===== config.mk =====
export PLATFORM = sky130hd
export DESIGN_NAME = indexed_list_engine_flat
export DESIGN_NICKNAME = d
export VERILOG_FILES = /design/src/rtl/core/ile_pkg.sv /design/src/rtl/core/ile_if.sv /design/src/rtl/core/ile_mem.sv /design/src/rtl/core/ile_ctrl.sv /design/src/rtl/core/indexed_list_engine.sv /design/src/flat_wrapper.sv
export SDC_FILE = /design/constraint.sdc
export NUM_CORES = 1
export LEC_CHECK = 0
export BUFFER_PORTS_ARGS = -buffer_cell sky130_fd_sc_hd__buf_2
export CORE_MARGIN = 5
export CORE_UTILIZATION = 40
export DETAILED_ROUTE_END_ITERATION = 8
export GPL_ROUTABILITY_DRIVEN = 0
export PLACE_DENSITY = 0.55
export SLEW_MARGIN = 25
export SYNTH_ARGS = -nofsm -noshare
export SYNTH_HDL_FRONTEND = slang
export SYNTH_SLANG_ARGS = --single-unit

===== constraint.sdc =====
create_clock -name clk -period 8.15 [get_ports clk]
set_clock_uncertainty 0.2 [all_clocks]
set_input_delay 0.4075 -clock clk [delete_from_list [all_inputs] [get_ports clk]]
set_output_delay 0.4075 -clock clk [all_outputs]
set_load 0.1 [all_outputs]

===== src/rtl/core/ile_pkg.sv =====
// ile_pkg: shared types and codes of the indexed list engine
// depends on nothing; used by the interfaces, the controller and the top level

package ile_pkg;

	// operation codes
	localparam logic [2:0] CMD_READ       = 3'd0;
	localparam logic [2:0] CMD_INS_HEAD   = 3'd1;
	localparam logic [2:0] CMD_INS_TAIL   = 3'd2;
	localparam logic [2:0] CMD_INS_BEFORE = 3'd3;
	localparam logic [2:0] CMD_DELETE     = 3'd4;

	// result status codes
	localparam logic [1:0] ST_DONE    = 2'd0;
	localparam logic [1:0] ST_INVALID = 2'd1;
	localparam logic [1:0] ST_FULL    = 2'd2;

	// field widths of one transaction
	localparam int CMD_W   = 3;
	localparam int POS_W   = 16;
	localparam int VAL_W   = 32;
	localparam int STAT_W  = 2;
	localparam int LCNT_W  = 5;

	localparam logic signed [VAL_W-1:0] VAL_NONE = -32'sd1;

	// one result as produced by the controller
	typedef struct packed {
		logic signed [VAL_W-1:0] read_value;
		logic [STAT_W-1:0]       status;
		logic [LCNT_W-1:0]       list_count;
	} ile_result_t;

endpackage


===== src/rtl/core/ile_if.sv =====
// ile_in_if / ile_out_if: valid/ready channels of the indexed list engine
// depends on ile_pkg for field widths

interface ile_in_if
	import ile_pkg::*;
();
	logic                    valid;
	logic                    ready;
	logic [CMD_W-1:0]        cmd;
	logic signed [POS_W-1:0] position;
	logic signed [VAL_W-1:0] data_in;

	modport source (output valid, output cmd, output position, output data_in, input ready);
	modport sink (input valid, input cmd, input position, input data_in, output ready);
endinterface

interface ile_out_if
	import ile_pkg::*;
();
	logic                    valid;
	logic                    ready;
	logic signed [VAL_W-1:0] read_value;
	logic [STAT_W-1:0]       status;
	logic [LCNT_W-1:0]       list_count;

	modport source (output valid, output read_value, output status, output list_count,
		input ready);
	modport sink (input valid, input read_value, input status, input list_count,
		output ready);
endinterface


===== src/rtl/core/ile_mem.sv =====
// ile_mem: element store, one write port and one read port, registered read data
// depends on nothing

module ile_mem #(
	parameter int DEPTH = 16,
	parameter int WIDTH = 32
) (
	input  logic                     clk,
	input  logic                     we,
	input  logic [$clog2(DEPTH)-1:0] waddr,
	input  logic [WIDTH-1:0]         wdata,
	input  logic                     re,
	input  logic [$clog2(DEPTH)-1:0] raddr,
	output logic [WIDTH-1:0]         rdata
);

	logic [WIDTH-1:0] mem [DEPTH];

	// write port
	always_ff @(posedge clk) begin
		if (we) begin
			mem[waddr] <= wdata;
		end
	end

	// read port, registered read data
	always_ff @(posedge clk) begin
		if (re) begin
			rdata <= mem[raddr];
		end
	end

endmodule


===== src/rtl/core/ile_ctrl.sv =====
// ile_ctrl: operation sequencer, decodes a transaction and walks the store
// depends on ile_pkg and ile_in_if; drives the ports of ile_mem

module ile_ctrl
	import ile_pkg::*;
#(
	parameter int CAPACITY   = 16,
	parameter int DATA_WIDTH = 32
) (
	input  logic                        clk,
	input  logic                        arst_n,
	ile_in_if.sink                      req,
	output logic                        mem_we,
	output logic [$clog2(CAPACITY)-1:0] mem_waddr,
	output logic [DATA_WIDTH-1:0]       mem_wdata,
	output logic                        mem_re,
	output logic [$clog2(CAPACITY)-1:0] mem_raddr,
	input  logic [DATA_WIDTH-1:0]       mem_rdata,
	output ile_result_t                 res,
	output logic                        res_valid,
	input  logic                        res_ready
);

	localparam int IDX_W = $clog2(CAPACITY);
	localparam int CNT_W = $clog2(CAPACITY + 1);

	typedef enum logic [2:0] {
		S_IDLE,
		S_DECODE,
		S_RD_WAIT,
		S_SHIFT_UP,
		S_SHIFT_DN,
		S_DONE
	} state_t;

	state_t                  state_q;
	logic [CMD_W-1:0]        cmd_q;
	logic signed [POS_W-1:0] pos_q;
	logic signed [VAL_W-1:0] data_q;
	logic [CNT_W-1:0]        count_q;
	logic [CNT_W-1:0]        ptr_q;
	logic [CNT_W-1:0]        tgt_q;
	logic                    pend_s1;
	logic [IDX_W-1:0]        waddr_s1;
	ile_result_t             res_q;

	logic [POS_W-1:0] pos_mag;
	logic [POS_W-1:0] cnt_ext;
	logic             pos_neg;
	logic             pos_in_list;
	logic             pos_past_end;
	logic             list_full;
	logic [CNT_W-1:0] ins_tgt;
	logic [CNT_W-1:0] ptr_dec;
	logic [CNT_W-1:0] ptr_inc;
	logic [DATA_WIDTH-1:0] ins_value;

	assign req.ready = (state_q == S_IDLE);
	assign res       = res_q;
	assign res_valid = (state_q == S_DONE);

	// position checks against the current count
	always_comb begin
		pos_neg      = pos_q[POS_W-1];
		pos_mag      = {1'b0, pos_q[POS_W-2:0]};
		cnt_ext      = POS_W'(count_q);
		pos_in_list  = !pos_neg && (pos_mag < cnt_ext);
		pos_past_end = !pos_neg && (pos_mag > cnt_ext);
		list_full    = (count_q == CNT_W'(CAPACITY));
		ptr_dec      = ptr_q - CNT_W'(1);
		ptr_inc      = ptr_q + CNT_W'(1);
		ins_value    = DATA_WIDTH'(data_q);
	end

	// insert target position
	always_comb begin
		unique case (cmd_q)
			CMD_INS_TAIL:   ins_tgt = count_q;
			CMD_INS_BEFORE: ins_tgt = pos_neg ? '0 : CNT_W'(pos_mag);
			default:        ins_tgt = '0;
		endcase
	end

	// memory port control
	always_comb begin
		mem_we    = 1'b0;
		mem_waddr = waddr_s1;
		mem_wdata = mem_rdata;
		mem_re    = 1'b0;
		mem_raddr = pos_q[IDX_W-1:0];
		unique case (state_q)
			S_DECODE: begin
				mem_re = (cmd_q == CMD_READ) && pos_in_list;
			end
			S_SHIFT_UP: begin
				// move entry ptr-1 up to ptr, then drop the new value at the target
				if (pend_s1) begin
					mem_we = 1'b1;
				end else if (ptr_q == tgt_q) begin
					mem_we    = 1'b1;
					mem_waddr = tgt_q[IDX_W-1:0];
					mem_wdata = ins_value;
				end
				if (ptr_q > tgt_q) begin
					mem_re    = 1'b1;
					mem_raddr = ptr_dec[IDX_W-1:0];
				end
			end
			S_SHIFT_DN: begin
				// move entry ptr+1 down to ptr
				mem_we = pend_s1;
				if (ptr_inc < count_q) begin
					mem_re    = 1'b1;
					mem_raddr = ptr_inc[IDX_W-1:0];
				end
			end
			default: begin
			end
		endcase
	end

	// sequencer state and registered result
	always_ff @(posedge clk or negedge arst_n) begin
		if (!arst_n) begin
			state_q  <= S_IDLE;
			count_q  <= '0;
			pend_s1  <= 1'b0;
			cmd_q    <= '0;
			pos_q    <= '0;
			data_q   <= '0;
			ptr_q    <= '0;
			tgt_q    <= '0;
			waddr_s1 <= '0;
			res_q    <= '0;
		end else begin
			unique case (state_q)
				S_IDLE: begin
					if (req.valid) begin
						cmd_q   <= req.cmd;
						pos_q   <= req.position;
						data_q  <= req.data_in;
						state_q <= S_DECODE;
					end
				end
				S_DECODE: begin
					pend_s1 <= 1'b0;
					res_q   <= '{read_value: VAL_NONE, status: ST_INVALID,
						list_count: LCNT_W'(count_q)};
					state_q <= S_DONE;
					unique case (cmd_q)
						CMD_READ: begin
							if (pos_in_list) begin
								state_q <= S_RD_WAIT;
							end
						end
						CMD_INS_HEAD, CMD_INS_TAIL, CMD_INS_BEFORE: begin
							if (cmd_q == CMD_INS_BEFORE && pos_past_end) begin
								state_q <= S_DONE;
							end else if (list_full) begin
								res_q.status <= ST_FULL;
							end else begin
								tgt_q   <= ins_tgt;
								ptr_q   <= count_q;
								state_q <= S_SHIFT_UP;
							end
						end
						CMD_DELETE: begin
							if (pos_in_list) begin
								ptr_q   <= CNT_W'(pos_mag);
								state_q <= S_SHIFT_DN;
							end
						end
						default: begin
						end
					endcase
				end
				S_RD_WAIT: begin
					res_q.read_value <= VAL_W'($signed(mem_rdata));
					res_q.status     <= ST_DONE;
					state_q          <= S_DONE;
				end
				S_SHIFT_UP: begin
					pend_s1  <= (ptr_q > tgt_q);
					waddr_s1 <= ptr_q[IDX_W-1:0];
					if (ptr_q > tgt_q) begin
						ptr_q <= ptr_dec;
					end else if (!pend_s1) begin
						count_q          <= count_q + CNT_W'(1);
						res_q.status     <= ST_DONE;
						res_q.list_count <= LCNT_W'(count_q + CNT_W'(1));
						state_q          <= S_DONE;
					end
				end
				S_SHIFT_DN: begin
					if (ptr_inc < count_q) begin
						pend_s1  <= 1'b1;
						waddr_s1 <= ptr_q[IDX_W-1:0];
						ptr_q    <= ptr_inc;
					end else begin
						pend_s1 <= 1'b0;
						if (!pend_s1) begin
							count_q          <= ptr_q;
							res_q.status     <= ST_DONE;
							res_q.list_count <= LCNT_W'(ptr_q);
							state_q          <= S_DONE;
						end
					end
				end
				S_DONE: begin
					if (res_ready) begin
						state_q <= S_IDLE;
					end
				end
				default: begin
					state_q <= S_IDLE;
				end
			endcase
		end
	end

endmodule


===== src/rtl/core/indexed_list_engine.sv =====
// indexed_list_engine: ordered list of up to CAPACITY values kept packed in one store
// a read waits on a store read, an ignored or refused op answers from decode, an insert
// before p first moves entries p..count-1 up one place, a delete at p moves the entries
// after p down a place; one transaction at a time, the next can be taken in the cycle
// after the result goes to the output register; the store walk is one entry per cycle
// reset clears the count and the handshake state; store contents are not cleared
//
// depends on ile_pkg, ile_in_if, ile_out_if, ile_mem and ile_ctrl

module indexed_list_engine
	import ile_pkg::*;
#(
	parameter int CAPACITY   = 16,
	parameter int DATA_WIDTH = 32
) (
	input  logic      clk,
	input  logic      arst_n,
	ile_in_if.sink    req,
	ile_out_if.source rsp
);

	localparam int IDX_W = $clog2(CAPACITY);

	logic                  mem_we;
	logic [IDX_W-1:0]      mem_waddr;
	logic [DATA_WIDTH-1:0] mem_wdata;
	logic                  mem_re;
	logic [IDX_W-1:0]      mem_raddr;
	logic [DATA_WIDTH-1:0] mem_rdata;

	ile_result_t res;
	logic        res_valid;
	logic        res_ready;

	logic        out_valid_q;
	ile_result_t out_q;

	ile_ctrl #(
		.CAPACITY   (CAPACITY),
		.DATA_WIDTH (DATA_WIDTH)
	) u_ctrl (
		.clk       (clk),
		.arst_n    (arst_n),
		.req       (req),
		.mem_we    (mem_we),
		.mem_waddr (mem_waddr),
		.mem_wdata (mem_wdata),
		.mem_re    (mem_re),
		.mem_raddr (mem_raddr),
		.mem_rdata (mem_rdata),
		.res       (res),
		.res_valid (res_valid),
		.res_ready (res_ready)
	);

	ile_mem #(
		.DEPTH (CAPACITY),
		.WIDTH (DATA_WIDTH)
	) u_mem (
		.clk   (clk),
		.we    (mem_we),
		.waddr (mem_waddr),
		.wdata (mem_wdata),
		.re    (mem_re),
		.raddr (mem_raddr),
		.rdata (mem_rdata)
	);

	// output register, refilled in the cycle the held transaction leaves
	assign res_ready = !out_valid_q || rsp.ready;

	always_ff @(posedge clk or negedge arst_n) begin
		if (!arst_n) begin
			out_valid_q <= 1'b0;
		end else if (res_valid && res_ready) begin
			out_valid_q <= 1'b1;
		end else if (rsp.ready) begin
			out_valid_q <= 1'b0;
		end
	end

	always_ff @(posedge clk) begin
		if (res_valid && res_ready) begin
			out_q <= res;
		end
	end

	assign rsp.valid      = out_valid_q;
	assign rsp.read_value = out_q.read_value;
	assign rsp.status     = out_q.status;
	assign rsp.list_count = out_q.list_count;

endmodule

===== src/flat_wrapper.sv =====
// flat-port wrapper written by rule: the top's interface ports become plain ports
module indexed_list_engine_flat import ile_pkg::*;
#(
	parameter int CAPACITY   = 16,
	parameter int DATA_WIDTH = 32
)
  (clk, arst_n, req_valid, req_cmd, req_position, req_data_in, req_ready, rsp_valid, rsp_read_value, rsp_status, rsp_list_count, rsp_ready);
  ile_in_if req_i ();
  ile_out_if rsp_i ();
  input  logic clk;
  input  logic arst_n;
  input wire logic [$bits(req_i.valid)-1:0] req_valid;
  input wire logic [$bits(req_i.cmd)-1:0] req_cmd;
  input wire logic [$bits(req_i.position)-1:0] req_position;
  input wire logic [$bits(req_i.data_in)-1:0] req_data_in;
  output wire logic [$bits(req_i.ready)-1:0] req_ready;
  output wire logic [$bits(rsp_i.valid)-1:0] rsp_valid;
  output wire logic [$bits(rsp_i.read_value)-1:0] rsp_read_value;
  output wire logic [$bits(rsp_i.status)-1:0] rsp_status;
  output wire logic [$bits(rsp_i.list_count)-1:0] rsp_list_count;
  input wire logic [$bits(rsp_i.ready)-1:0] rsp_ready;
  assign req_i.valid = req_valid;
  assign req_i.cmd = req_cmd;
  assign req_i.position = req_position;
  assign req_i.data_in = req_data_in;
  assign req_ready = req_i.ready;
  assign rsp_valid = rsp_i.valid;
  assign rsp_read_value = rsp_i.read_value;
  assign rsp_status = rsp_i.status;
  assign rsp_list_count = rsp_i.list_count;
  assign rsp_i.ready = rsp_ready;
  indexed_list_engine #(.CAPACITY(CAPACITY), .DATA_WIDTH(DATA_WIDTH)) u_core (.clk(clk), .arst_n(arst_n), .req(req_i), .rsp(rsp_i));
endmodule

==> results by group, run 1 <==
Placed design
  – Place WS: 3.02 ns
  – PortBufs: 95
  – DP Wirelength: 36700 um

Global route
  – Largest net degree at the start of global routing: 115
  – Gr usage total: 18.3%
  – First-pass GRT wire length: 101000 um
  – Vias in the first global route: 15400
  – Grt total ovfl: 0
  – Initial antenna violation count: 0

Clock network
  – Num CTS Buffers: 74
  – Clock Tree Buf Depth: 3
  – Resized cells post-CTS: 0
  – Hold Buf Count CTS: 53
  – CTS root buf: clkbuf_16
  – Clock Latency Late Sink: 0.61 ns
  – CTS tree: yes
  – Worst-path clk slew: 0.07 ns
  – Clock Sinks: 697
  – Post-CTS Setup Bufs: 0
  – Htree depth: 3

Status
  – Run status: complete, no violations

Timing
  – Period utilization: 63.4%
  – Slew HR: 30.0%
  – Crit path time final: 5.17 ns
  – Highest Clock Rate: 0.193 GHz
  – Final setup viols: 0
  – Hold Slack: 0.195 ns
  – Setup TNS after final layout: 0 ns
  – Hold Vio Cnt, Final: 0
  – RSZ-0062 raised after global routing: false
  – Final Max Tran Viols: 0
  – Final Worst Setup Slack: 2.98 ns
  – Worst slew pin tran: 1.03 ns

Floorplanning
  – Ports: 96
  – Die X: 272 um
  – Die Ht: 272 um
  – Full die area: 0.0739 mm2
  – Cell Rows: 96
  – Core area: 0.0682 mm2
  – Initial Util: 40.2%

Synthesis
  – EDFF count, synth: 583
  – Mean area per synthesized cell: 17.1 um2
  – Sequential share of the synthesized area: 74.3%
  – Netlist cell types: 62
  – Mapped Area: 0.0274 mm2
  – Synth Flop Type: edfxtp_1
  – Ys async rst share: 16.4%
  – Synth top area cells: edfxtp_1, dfrtp_1, mux2i_1
  – Syn. warnings: 0
  – Yosys top cell by area: edfxtp_1
  – FF+latch count, synth: 697
  – Syn_nets: 1675
  – Cell count after synthesis: 1602
  – Synth top area share: 63.9%

Finish
  – Highest-count cells in the layout ignoring fill and taps: edfxtp_1, mux2i_1, o22ai_1
  – ANT cells: 0
  – Fill cells: 5854
  – Share of layout cells above drive strength 1: 20.2%
  – Area of the multi-input gates: 0.00676 mm2
  – Commonest non-fill, non-tap cell in the layout: edfxtp_1
  – Util after Layout: 47.2%
  – Area occupied by registers: 0.0204 mm2
  – Syn-to-layout area delta: 17.6%
  – NumNets Final: 1853

Critical path
  – CP startpoint: u_core.u_ctrl.ptr_q[2]
  – Critical Path End Type: flip-flop
  – Worst r2r src: u_core.u_ctrl.ptr_q[2]
  – Crit Path Class: flip-flop to flip-flop
  – Required time worst endpoint: 8.28 ns
  – Worst Path Arrival: 5.30 ns
  – Startpoint types: flip-flop
  – CP Max Fanout: 114

Detailed routing
  – Detailed Route Iter0 Violations: 1200
  – Post-route ant nets: 0
  – Drt via density: 5.50
  – DR DRC count: 0
  – Drt pass-1 iters: 5
  – Routed len/inst: 25.2 um
  – Vias: 15000
  – Final WL: 68500 um

Power
  – Static Leak: 11.7 nW
  – Worst VDD drop: 0.369 mV
  – Total power: 13.0 mW
  – PD cells: 404 mW/mm2

Flow run
  – Max_cap viols: 0

Worst hold path
  – HP Class: primary input to asynchronous set/reset pin
## flip-flops by register name, indices dropped and copies added, names as in the netlist, 3 cells and up
| signal | flops |
|---|---|
| u_core.u_ctrl.cmd_q | 3 |
| u_core.rsp.read_value | 32 |
| u_core.u_ctrl.ptr_q | 5 |
| u_core.rsp.list_count | 5 |
| u_core.u_ctrl.waddr_s1 | 4 |
| u_core.u_ctrl.count_q | 5 |
| u_core.u_mem.rdata | 32 |
| u_core.u_ctrl.tgt_q | 5 |
| u_core.u_ctrl.res | 39 |
| u_core.u_ctrl.state_q | 3 |
| u_core.u_mem.mem | 512 |
| u_core.u_ctrl.pos_q | 16 |
| u_core.u_ctrl.data_q | 32 |
## cells in the mapped netlist (all sizes together) (2+ instances only)
cell / n
a211oi: 2
a21o: 2
a21oi: 12
a221o: 2
a221oi: 3
a22o: 2
a22oi: 7
a31oi: 8
a32o: 2
and2: 5
and3: 3
buf: 49
clkbuf: 34
dfrtp: 114
edfxtp: 583
ha: 18
inv: 18
mux2: 89
mux2i: 265
nand2: 39
nand2b: 2
nand3: 12
nand3b: 4
nand4: 2
nor2: 36
nor2b: 7
nor3: 13
nor3b: 5
nor4: 2
nor4bb: 2
o211ai: 2
o21a: 5
o21ai: 32
o221a: 2
o22a: 32
o22ai: 129
o31ai: 3
or3: 6
or4: 32
xnor2: 6
## per-layer routing
layer  up-vias  global-route usage [%]  part of all wire (%)  routed length [um]
met3       100                    2.89                   5.5                3740
met2       419                    30.5                    49               33200
met1      7706                    24.9                    44               30100
met5         -                       0                     0                   0
met4         0                    5.46                   2.1                1410
li1       6743                       -                     -                   -
## final cells by class
class                   count  share of cell area (%)
multi-input cells         804                    21.0
well taps                 882                    3.42
clock inverters            38                    1.66
clock buffers              97                    6.47
inverters                  18                   0.210
repair buffers            185                    4.08
flip-flops and latches    697                    63.2
## worst max-delay path, stage by stage, from the launching register on
cell and delay (ns):
dfrtp_1 0.60, nand3_1 0.15, xnor2_1 0.30, ha_1 0.29
and2_1 0.19, a211oi_2 0.30, mux2_4 0.27, mux2i_4 0.86
buf_12 0.65, mux2i_1 0.29, o22ai_1 0.10, or4_1 0.55
## power breakdown
part           switching (mW)  internal (mW)
sequential              0.326           4.80
combinational            2.75           1.56
clock                    1.39           2.19
## worst paths after layout
check,end,slack [ns],depth (start not counted)
worst max-delay path,u_core.u_mem.rdata[15],2.98,11
worst min-delay path,u_core.u_ctrl.data_q[7],0.20,2
worst max register to register,u_core.u_mem.rdata[15],2.98,11
worst min register to register,u_core.rsp.read_value[30],0.24,0
max in group asynchronous,u_core.u_ctrl.res[37],6.32,3
min in group clk,u_core.rsp.read_value[30],0.24,0
## per-stage QoR
step                      cells  cell area, um2
after floorplan            1602           27400
after global placement     2533           29100
after detailed placement   2533           29100
after CTS                  2721           32200
after global routing       2721           32200
final                      2721           32200
## logic make-up (layout without fill, tap and decap cells)
group                    Yosys count  in the layout  synth area share (%)
AO/OA/AOI/OAI                    255            255                  6.29
XOR/XNOR                           7              7                 0.224
adder cells (fa/ha/maj)           18             18                 0.822
buffers and inverters            101            338                  1.66
flip-flops                       697            697                  74.3
multiplexers                     354            354                  13.3
AND/OR/NAND/NOR                  170            170                  3.38
No activity file was read; power rests on OpenSTA's default activity.
==> run 2: changes to the inputs <==
==> constraint.sdc (replaced) <==
create_clock -name clk -period 4.8 [get_ports clk]
set_clock_uncertainty 0.2 [all_clocks]
set_input_delay 0.24 -clock clk [delete_from_list [all_inputs] [get_ports clk]]
set_output_delay 0.24 -clock clk [all_outputs]
set_load 0.1 [all_outputs]
==> run 2 against run 1 <==
Against the previous run:
- total power rose by 66%
- via count is 0.71% lower
- non-clock buffer count is 14 higher
- combinational power grew 76%
- fmax increased by 18%
- worst hold slack worse by 0.12 ns
- core utilization barely moved
- routed wire length decreased by 1.6%
==> results by group, run 2 (synthesized netlist as in run 1, its figures left out) <==
Floorplanning
  – Die X: 272 um
  – Core area: 0.0682 mm2
  – Full die area: 0.0739 mm2
  – Ports: 96
  – Cell Rows: 96
  – Die Ht: 272 um
  – Initial Util: 40.2%

Worst hold path
  – HP Class: primary input to asynchronous set/reset pin

Finish
  – Highest-count cells in the layout ignoring fill and taps: edfxtp_1, mux2i_1, o22ai_1
  – Fill cells: 5841
  – ANT cells: 0
  – Max reg flops: 512
  – Non-Filler Instances: 2731
  – Top reg by flops: u_core.u_mem.mem
  – Share of layout cells above drive strength 1: 19.9%
  – Util after Layout: 47.2%
  – NumNets Final: 1866
  – Design area: 0.0322 mm2
  – Syn-to-layout area delta: 17.6%
  – Commonest non-fill, non-tap cell in the layout: edfxtp_1

Global route
  – Gr usage total: 18.1%
  – First-pass GRT wire length: 100000 um
  – Vias in the first global route: 15200
  – Initial antenna violation count: 2
  – Grt total ovfl: 0
  – Largest net degree at the start of global routing: 90

Critical path
  – Critical Path End Type: flip-flop
  – Startpoint types: flip-flop
  – Worst path slowest cell: buf_12
  – Crit path cell chain: inv_1 > ha_1 > ha_1 > a21oi_1 > o21ai_2 > a211oi_2 > mux2_4 > mux2i_4 > buf_12 > mux2i_1 > o22ai_1 > or4_1
  – Family with the most delay on the worst path: multiplexers
  – CP most frequent cell: ha_1
  – CP Buf/Inv Count: 2
  – Worst r2r src: u_core.u_ctrl.ptr_q[0]
  – Required time worst endpoint: 4.94 ns
  – CP startpoint: u_core.u_ctrl.ptr_q[0]
  – CP Max Fanout: 89
  – CP max stage delay: 0.52 ns
  – Worst Path Arrival: 4.53 ns
  – Crit Path Class: flip-flop to flip-flop

Power
  – Static Leak: 11.7 nW
  – PD cells: 672 mW/mm2
  – Worst VDD drop: 0.437 mV

Clock network
  – CTS tree: yes
  – CTS root buf: clkbuf_16
  – Num CTS Buffers: 73
  – Worst-path clk slew: 0.06 ns
  – Htree depth: 3
  – Clock Sinks: 697
  – Clock Tree Buf Depth: 3
  – Resized cells post-CTS: 0
  – Clock Latency Late Sink: 0.61 ns
  – Post-CTS Setup Bufs: 0

Timing
  – Period utilization: 91.4%
  – Slew HR: 30.7%
  – RSZ-0062 raised after global routing: false
  – Highest Clock Rate: 0.228 GHz
  – Hold Vio Cnt, Final: 0
  – Crit path time final: 4.39 ns
  – Final Max Tran Viols: 0
  – Final setup viols: 0
  – Setup TNS after final layout: 0 ns
  – Worst slew pin tran: 1.03 ns

Detailed routing
  – DR DRC count: 0
  – Drt pass-1 iters: 5
  – Drt via density: 5.44
  – Vias: 14900
  – Final WL: 67400 um
  – Detailed Route Iter0 Violations: 1009
  – Post-route ant nets: 0
  – Routed len/inst: 24.7 um

Placed design
  – DP Wirelength: 36200 um
  – DP Area: 0.0294 mm2
  – PortBufs: 95
  – Dpl cells: 2547

Status
  – Run status: complete, no violations

Flow run
  – Max_cap viols: 0
## run 2: path summary, 6_finish.rpt
path | end | slack [ns] | cells after the start
worst max-delay path | u_core.u_mem.rdata[13] | 0.41 | 12
worst min-delay path | u_core.u_ctrl.data_q[7] | 0.08 | 2
worst max register to register | u_core.u_mem.rdata[13] | 0.41 | 12
worst min register to register | u_core.rsp.read_value[0] | 0.25 | 0
max in group asynchronous | u_core.u_ctrl.res[35] | 3.28 | 3
min in group clk | u_core.u_ctrl.state_q[0] | 0.08 | 5
## run 2: metrics by stage
step	power (mW)	hold slack, ns	setup slack, ns
floorplan	14.0	-0.256	0.374
global placement	16.3	0.177	0.476
detailed placement	16.4	0.190	0.464
CTS	21.9	0.0500	0.416
global route	22.8	0.160	0.216
finish	21.7	0.0780	0.412
## run 2: repair_timing
action	CTS	global route
endpoints found under the hold margin	132	0
endpoints found under the setup margin	0	0
hold buffers	53	0
## run 2: report_power, final
| part | total [mW] | internal [mW] | switching (mW) |
|---|---|---|---|
| Clock | 5.39 | 3.12 | 2.27 |
| Sequential | 8.70 | 8.15 | 0.547 |
| Combinational | 7.59 | 2.90 | 4.69 |
## run 2: per-layer routing
layer  share of wire, %  track usage (%)  up-vias
met3                4.7             2.76       88
met2                 49             30.2      371
li1                   -                -     6781
met1                 44             24.7     7621
met5                  0                0        -
met4                2.1             5.24        0
## run 2: worst register-to-register path: cells and delay by family, from the launching register on
family | cells | cell delay [ns]
adders and majority gates | 2 | 0.55
buffers and inverters | 2 | 0.77
and+or+nand+nor | 1 | 0.52
muxes | 3 | 1.01
AOI/OAI and AO/OA | 4 | 0.65
DFF | 1 | 0.44
## run 2: cell type report
class | count | area (um2) | area share, %
clock buffer | 97 | 1980 | 6.14
clock inverter | 34 | 275 | 0.854
inverter | 18 | 67.6 | 0.210
multi-input combinational | 804 | 6760 | 21.0
sequential | 697 | 20400 | 63.2
tap | 882 | 1100 | 3.42
timing repair buffer | 199 | 1680 | 5.22
